$ cat config.mk
export PLATFORM = sky130hd
export DESIGN_NAME = button_lockout_autorepeat_core
export DESIGN_NICKNAME = d
export VERILOG_FILES = /design/src/hdl/btnla_pkg.sv /design/src/hdl/button_lockout_autorepeat_core.sv /design/src/hdl/btnla_regs.sv /design/src/hdl/btnla_button.sv
export SDC_FILE = /design/constraint.sdc
export NUM_CORES = 2
export LEC_CHECK = 0
export BUFFER_PORTS_ARGS = -buffer_cell sky130_fd_sc_hd__buf_2
export CORE_ASPECT_RATIO = 1.75
export CORE_MARGIN = 10
export CORE_UTILIZATION = 55
export DETAILED_ROUTE_END_ITERATION = 16
export PLACE_DENSITY = 0.72
export SYNTH_ARGS = -nofsm -noshare
export SYNTH_HDL_FRONTEND = slang
export SYNTH_SLANG_ARGS = --single-unit
$ cat constraint.sdc
create_clock -name aclk -period 16.85 [get_ports aclk]
set_clock_uncertainty 0.1 [all_clocks]
set_input_delay 0.8425 -clock aclk [delete_from_list [all_inputs] [get_ports aclk]]
set_output_delay 0.8425 -clock aclk [all_outputs]
set_load 0.02 [all_outputs]
$ cat src/hdl/btnla_pkg.sv
`default_nettype none
package btnla_pkg;

    localparam int TimeW   = 32;
    localparam int FieldW  = 3;
    localparam int AddrW   = 4;
    localparam int DataW   = 32;

    localparam logic [1:0] REG_ENABLE       = 2'd0;
    localparam logic [1:0] REG_LOCKOUT      = 2'd1;
    localparam logic [1:0] REG_FIRST_REPEAT = 2'd2;
    localparam logic [1:0] REG_FAST_REPEAT  = 2'd3;

    localparam logic [TimeW-1:0] LOCKOUT_RESET      = 32'd250000;
    localparam logic [TimeW-1:0] FIRST_REPEAT_RESET = 32'd500000;
    localparam logic [TimeW-1:0] FAST_REPEAT_RESET  = 32'd100000;

    typedef struct packed {
        logic             enable;
        logic [TimeW-1:0] lockout_us;
        logic [TimeW-1:0] first_repeat_us;
        logic [TimeW-1:0] fast_repeat_us;
    } cfg_t;

endpackage
`default_nettype wire

$ cat src/hdl/button_lockout_autorepeat_core.sv
`default_nettype none
// channel   | ports                                        | accepted when
// ----------+----------------------------------------------+---------------------------
// sample in | s_valid s_ready s_now_us s_button_down s_ack_mask | s_valid && s_ready
// flags out | m_valid m_ready m_pressed_flags m_held_flags | m_valid && m_ready
// config    | psel penable pwrite paddr pwdata prdata pready | psel && penable && pwrite
//
// one request per cycle sustained while m_ready is high; m_valid rises once an accepted request
// has moved from the input register, through per-button subtract/compare, into the result register
// button state updates when a request moves from the input to the result register while enabled
// reset is synchronous, active low, and clears valid flags, button state and config to defaults
// a stalled result holds the request in the input register; s_ready stays high while
// the result register drains in the same cycle
module button_lockout_autorepeat_core #(
    parameter int NUM_BUTTONS = 3
) (
    input  wire logic                            aclk,
    input  wire logic                            aresetn,
    input  wire logic                            s_valid,
    output logic                                 s_ready,
    input  wire logic [btnla_pkg::TimeW-1:0]     s_now_us,
    input  wire logic [btnla_pkg::FieldW-1:0]    s_button_down,
    input  wire logic [btnla_pkg::FieldW-1:0]    s_ack_mask,
    output logic                                 m_valid,
    input  wire logic                            m_ready,
    output logic      [btnla_pkg::FieldW-1:0]    m_pressed_flags,
    output logic      [btnla_pkg::FieldW-1:0]    m_held_flags,
    input  wire logic                            psel,
    input  wire logic                            penable,
    input  wire logic                            pwrite,
    input  wire logic [btnla_pkg::AddrW-1:0]     paddr,
    input  wire logic [btnla_pkg::DataW-1:0]     pwdata,
    output logic      [btnla_pkg::DataW-1:0]     prdata,
    output logic                                 pready
);
    import btnla_pkg::*;

    cfg_t cfg;

    logic              in_valid_reg;
    logic              in_valid_next;
    logic [TimeW-1:0]  now_reg;
    logic [FieldW-1:0] down_reg;
    logic [FieldW-1:0] ack_reg;
    logic              m_valid_reg;
    logic              m_valid_next;
    logic [FieldW-1:0] pressed_reg;
    logic [FieldW-1:0] held_reg;

    logic                   advance;
    logic                   step;
    logic [NUM_BUTTONS-1:0] pend_next;
    logic [NUM_BUTTONS-1:0] held_next;
    logic [FieldW-1:0]      pressed_out;
    logic [FieldW-1:0]      held_out;

    btnla_regs u_regs (
        .aclk    (aclk),
        .aresetn (aresetn),
        .psel    (psel),
        .penable (penable),
        .pwrite  (pwrite),
        .paddr   (paddr),
        .pwdata  (pwdata),
        .prdata  (prdata),
        .pready  (pready),
        .cfg     (cfg)
    );

    assign advance = in_valid_reg && (!m_valid_reg || m_ready);
    assign step    = advance && cfg.enable;
    assign s_ready = !in_valid_reg || advance;

    for (genvar i = 0; i < NUM_BUTTONS; i++) begin : g_btn
        logic down_i;
        logic ack_i;
        // buttons beyond the sample fields always read as released
        if (i < FieldW) begin : g_in
            assign down_i = down_reg[i];
            assign ack_i  = ack_reg[i];
        end else begin : g_none
            assign down_i = 1'b0;
            assign ack_i  = 1'b0;
        end

        btnla_button u_btn (
            .aclk         (aclk),
            .aresetn      (aresetn),
            .step         (step),
            .now_us       (now_reg),
            .down         (down_i),
            .ack          (ack_i),
            .cfg          (cfg),
            .pending_next (pend_next[i]),
            .held_next    (held_next[i])
        );
    end

    for (genvar j = 0; j < FieldW; j++) begin : g_out
        if (j < NUM_BUTTONS) begin : g_on
            assign pressed_out[j] = pend_next[j];
            assign held_out[j]    = held_next[j];
        end else begin : g_off
            assign pressed_out[j] = 1'b0;
            assign held_out[j]    = 1'b0;
        end
    end

    always_comb begin
        in_valid_next = in_valid_reg;
        if (s_valid && s_ready) begin
            in_valid_next = 1'b1;
        end else if (advance) begin
            in_valid_next = 1'b0;
        end
        m_valid_next = m_valid_reg;
        if (advance) begin
            m_valid_next = 1'b1;
        end else if (m_ready) begin
            m_valid_next = 1'b0;
        end
    end

    always_ff @(posedge aclk) begin
        if (!aresetn) begin
            in_valid_reg <= 1'b0;
            m_valid_reg  <= 1'b0;
        end else begin
            in_valid_reg <= in_valid_next;
            m_valid_reg  <= m_valid_next;
        end
    end

    always_ff @(posedge aclk) begin
        if (s_valid && s_ready) begin
            now_reg  <= s_now_us;
            down_reg <= s_button_down;
            ack_reg  <= s_ack_mask;
        end
        if (advance) begin
            pressed_reg <= pressed_out;
            held_reg    <= held_out;
        end
    end

    assign m_valid         = m_valid_reg;
    assign m_pressed_flags = pressed_reg;
    assign m_held_flags    = held_reg;

endmodule
`default_nettype wire

$ cat src/hdl/btnla_regs.sv
`default_nettype none
module btnla_regs (
    input  wire logic                          aclk,
    input  wire logic                          aresetn,
    input  wire logic                          psel,
    input  wire logic                          penable,
    input  wire logic                          pwrite,
    input  wire logic [btnla_pkg::AddrW-1:0]   paddr,
    input  wire logic [btnla_pkg::DataW-1:0]   pwdata,
    output logic      [btnla_pkg::DataW-1:0]   prdata,
    output logic                               pready,
    output btnla_pkg::cfg_t                    cfg
);
    import btnla_pkg::*;

    cfg_t cfg_reg;
    logic wr_en;

    assign pready = 1'b1;
    assign wr_en  = psel && penable && pwrite;
    assign cfg    = cfg_reg;

    always_ff @(posedge aclk) begin
        if (!aresetn) begin
            cfg_reg.enable          <= 1'b1;
            cfg_reg.lockout_us      <= LOCKOUT_RESET;
            cfg_reg.first_repeat_us <= FIRST_REPEAT_RESET;
            cfg_reg.fast_repeat_us  <= FAST_REPEAT_RESET;
        end else if (wr_en) begin
            unique case (paddr[3:2])
                REG_ENABLE:       cfg_reg.enable          <= pwdata[0];
                REG_LOCKOUT:      cfg_reg.lockout_us      <= pwdata;
                REG_FIRST_REPEAT: cfg_reg.first_repeat_us <= pwdata;
                REG_FAST_REPEAT:  cfg_reg.fast_repeat_us  <= pwdata;
            endcase
        end
    end

    always_comb begin
        unique case (paddr[3:2])
            REG_ENABLE:       prdata = {{(DataW-1){1'b0}}, cfg_reg.enable};
            REG_LOCKOUT:      prdata = cfg_reg.lockout_us;
            REG_FIRST_REPEAT: prdata = cfg_reg.first_repeat_us;
            REG_FAST_REPEAT:  prdata = cfg_reg.fast_repeat_us;
        endcase
    end

endmodule
`default_nettype wire

$ cat src/hdl/btnla_button.sv
`default_nettype none
module btnla_button (
    input  wire logic                          aclk,
    input  wire logic                          aresetn,
    input  wire logic                          step,
    input  wire logic [btnla_pkg::TimeW-1:0]   now_us,
    input  wire logic                          down,
    input  wire logic                          ack,
    input  wire btnla_pkg::cfg_t               cfg,
    output logic                               pending_next,
    output logic                               held_next
);
    import btnla_pkg::*;

    logic             pending_reg;
    logic             held_reg;
    logic [TimeW-1:0] last_accept_reg;
    logic [TimeW-1:0] hold_start_reg;
    logic [TimeW-1:0] last_repeat_reg;
    logic [TimeW-1:0] last_accept_next;
    logic [TimeW-1:0] hold_start_next;
    logic [TimeW-1:0] last_repeat_next;

    logic [TimeW-1:0] accept_gap;
    logic [TimeW-1:0] hold_len;
    logic [TimeW-1:0] since_repeat;
    logic             lockout_done;
    logic             repeat_due;

    assign accept_gap   = now_us - last_accept_reg;
    assign hold_len     = now_us - hold_start_reg;
    assign since_repeat = now_us - last_repeat_reg;
    assign lockout_done = accept_gap > cfg.lockout_us;
    // both limits compared in parallel, hold length picks one
    assign repeat_due   = (hold_len < cfg.first_repeat_us) ?
                          (since_repeat > cfg.first_repeat_us) :
                          (since_repeat > cfg.fast_repeat_us);

    always_comb begin
        pending_next     = pending_reg;
        held_next        = held_reg;
        last_accept_next = last_accept_reg;
        hold_start_next  = hold_start_reg;
        last_repeat_next = last_repeat_reg;
        if (step) begin
            if (ack) begin
                pending_next = 1'b0;
            end
            if (!down) begin
                pending_next = 1'b0;
                held_next    = 1'b0;
            end else if (!held_reg) begin
                if (lockout_done) begin
                    pending_next     = 1'b1;
                    held_next        = 1'b1;
                    last_accept_next = now_us;
                    hold_start_next  = now_us;
                    last_repeat_next = now_us;
                end
            end else if (repeat_due) begin
                pending_next     = 1'b1;
                last_repeat_next = now_us;
            end
        end
    end

    always_ff @(posedge aclk) begin
        if (!aresetn) begin
            pending_reg     <= 1'b0;
            held_reg        <= 1'b0;
            last_accept_reg <= '0;
            hold_start_reg  <= '0;
            last_repeat_reg <= '0;
        end else begin
            pending_reg     <= pending_next;
            held_reg        <= held_next;
            last_accept_reg <= last_accept_next;
            hold_start_reg  <= hold_start_next;
            last_repeat_reg <= last_repeat_next;
        end
    end

endmodule
`default_nettype wire

==> results.md <==
* Largest net degree at the start of global routing at 96
* Fin. Hold Viols at 0
* Syn Area/Cell at 8.223 um2
* Die ar. at 65420 um2
* Total global-route track usage at 0.2874
* Crit path cell chain: inv_1 > ha_1 > inv_1 > fa_1 > a21o_1 > a21oi_1 > o21bai_1 > a21oi_1 > o211ai_1 > a31oi_1 > o311ai_0 > a21o_1 > a21o_1 > xor2_1 > ha_1 > nand4_1 > nor4_1 > inv_1 > o311ai_0 > o21ai_0 > a21oi_4 > nand2_1 > a21oi_1
* 1st-iter DRT viols at 1573
* Final setup margin at 9.067 ns
* Sw Pwr at 1.001 mW
* Die height at 330.9 um
* Post-route ant nets at 0
* Final setup fails at 0
* Setup TNS at 0 ns
* Tcrit/Tclk final at 0.4619
* CP endpoint kind: register
* Clock Tree Buf Depth at 3
* Reg clk slew, reported paths at 0.06 ns
* Worst Setup Start Kind: register
* Synth cell types at 78
* Crit path from: now_reg[0]
* Reg2reg setup slack at 9.07 ns
* Post-cts sizing count at 0
* Clk root buf: clkbuf_16
* Sw Ratio at 0.3578
* Total grt overflow at 0
* Top-area cell type share of the netlist area at 0.2335
* Unrepaired setup endpoints after global routing: no
* Top_reg_cell synth: dfxtp_1
* Synthesized net count at 4349
* I/O pin count at 122
* Core area at 54430 um2
* CTS Buf Count at 38
* Max rail drop VDD at 0.07634 mV
* Critical path's slowest cell: a21oi_4
* Int Power at 1.798 mW
* M1 GR Usage at 0.2838
* Nets at 4429
* Pwr dens at 84.72 nW/um2
* Worst R2R Start: now_reg[0]
* Top achievable clock speed at 128.5 MHz
* Clk pwr share at 0.323
* Syn Inst Count at 3695
* Post-synth ARST share at 0
* Max-slew headroom at 0.1815
* Fin util at 0.6070
* Outcome: completed
* Global-route met2 utilization at 0.5060
* Required @ worst endpoint at 17.26 ns
* Yosys top cell by area: ha_1
* Seq/Total Area, Yosys at 0.2392
* Combinational power share at 0.365
* Routed vias/inst at 6.013
* Register share of total power at 0.311
* Vias at 27.03k
* Crit-path max cell delay at 0.96 ns
* Vias in the first global route at 25.74k
* Share of cells above drive strength 1 at 0.06649
* Fillers at 4991
* First-pass iteration count of the detailed router at 6
* Routability congestion estimate at 1.005
* First-pass GRT wire length at 145.5 mm
* Worst Hold Slack at 0.3256 ns
* Setup bufs post-CTS at 0
* GRT busiest layer: met2
* Synthesis warning total at 0
* Maxcap violations at 0
* Min Tclk post-route at 7.783 ns
* TritonCTS clock tree: yes
* Top-count cell post-synth: ha_1
* Max Slew Vio Count at 0
* Cell area after synthesis at 30380 um2
* Crit-path max FO at 33
* Worst-Skew Late Latency at 0.60 ns
* Pre-CTS WS at 9.326 ns
* Port Buf Inserts at 118
* Inserted Diodes at 0
* Setup CP Type: reg -> reg
* Critical Path AT at 8.20 ns
* Clock sink count at 341
* Post-route DRC at 0
* Antenna violations before repair at 0
* P_leak at 14.46 nW
* Hold path start: s_button_down[0]
* Largest register FFs at 97
* Routed WL at 95.41 mm
* Met3 usage at 0.02764
* Number of flops mapped to enable cells by yosys at 44
* Area contributors post-synth: ha_1 23%, dfxtp_1 20%, a21oi_1 5.6%
* Initial Utilization at 0.5582
* Chip Width at 197.7 um
* HP Class: in -> reg
* Yosys reg bits at 341
* CTS Hold Bufs at 0
* Area growth, synth to finish at 8.747%
* Core Rows at 113
* Worst Tran Pin Value at 1.228 ns
* Synth top cells by count: 567 x ha_1, 375 x nand2_1, 343 x a21oi_1
* Dpl hpwl at 75.53 mm
* H-tree depth at 2
* Routed WL per cell at 21.23 um
-- cell usage in the layout (no fill, tap or decap), drive strengths merged, types with 35 or more instances in the layout --
master | synthesis | routed
o211ai | 35 | 35
nand4 | 85 | 85
xor2 | 48 | 48
nand3 | 100 | 100
mux2i | 128 | 128
dfxtp | 297 | 297
xnor2 | 129 | 129
ha | 567 | 567
a21oi | 347 | 347
inv | 336 | 340
edfxtp | 44 | 44
o31ai | 42 | 42
o21a | 56 | 56
a21o | 217 | 217
nor2b | 40 | 40
nor2 | 204 | 204
buf | 26 | 159
clkbuf | 93 | 48
nand2 | 375 | 375
o21ai | 182 | 182
-- per-stage QoR --
step	total power, mW	cell area (um2)	instances
3_5_place_dp	1.888	31720	4425
5_1_grt	2.960	33040	4495
3_3_place_gp	1.869	31720	4425
6_report	2.799	33040	4495
4_1_cts	2.803	33040	4495
2_1_floorplan	1.620	30380	3695
-- power groups by stage --
| stage | sequential [mW] | clock [mW] | combinational, mW |
|---|---|---|---|
| after CTS | 0.872 | 0.923 | 1.01 |
| after global placement | 0.889 | 0 | 0.980 |
| after detailed placement | 0.890 | 0 | 0.998 |
| after global routing | 0.875 | 0.947 | 1.14 |
| after floorplan | 0.893 | 0 | 0.727 |
| final | 0.872 | 0.905 | 1.02 |
-- cell type report --
type                    instances  area [um2]  area share
clock buffers                  48        1051     0.03181
clock inverters                22       270.3    0.008179
inverters                     337        1272     0.03851
multi-input cells            2898       21420      0.6482
flip-flops and latches        341        7267      0.2199
well taps                     690       863.3     0.02613
repair buffers                159       900.9     0.02726
-- worst max-delay path: cells and delay by family (launching register included) --
kind                     cells  cell delay [ns]
XOR/XNOR                     1             0.17
AO/OA/AOI/OAI               13             4.10
flip-flops                   1             0.54
adder cells (fa/ha/maj)      3             0.96
AND/OR/NAND/NOR              3             1.26
buffers and inverters        3             0.50
-- logic make-up (layout without fill, tap and decap cells) --
logic type,Yosys count,count (layout),synth area share
flops,341,341,0.2392
compound gates,1068,1068,0.2267
simple gates,950,950,0.1450
other cells,1,1,0.0001234
mux,129,129,0.04291
fa+ha+maj,573,573,0.2374
xor+xnor,177,177,0.05102
buf+inv,456,566,0.05765
-- routing by layer --
| layer | share of wire | wire (um) |
|---|---|---|
| met2 | 0.49 | 46490 |
| met5 | 0 | 0 |
| met1 | 0.36 | 34240 |
| met3 | 0.035 | 3348 |
| met4 | 0.12 | 11340 |
-- path summary, 6_finish.rpt --
kind                                         to  cells past startpoint
max                  g_btn[1].u_btn.pending_reg                     23
min                                 down_reg[0]                      1
max reg2reg          g_btn[1].u_btn.pending_reg                     23
min reg2reg  g_btn[2].u_btn.last_repeat_reg[13]                      2
Power figures use the tool's default switching activity.
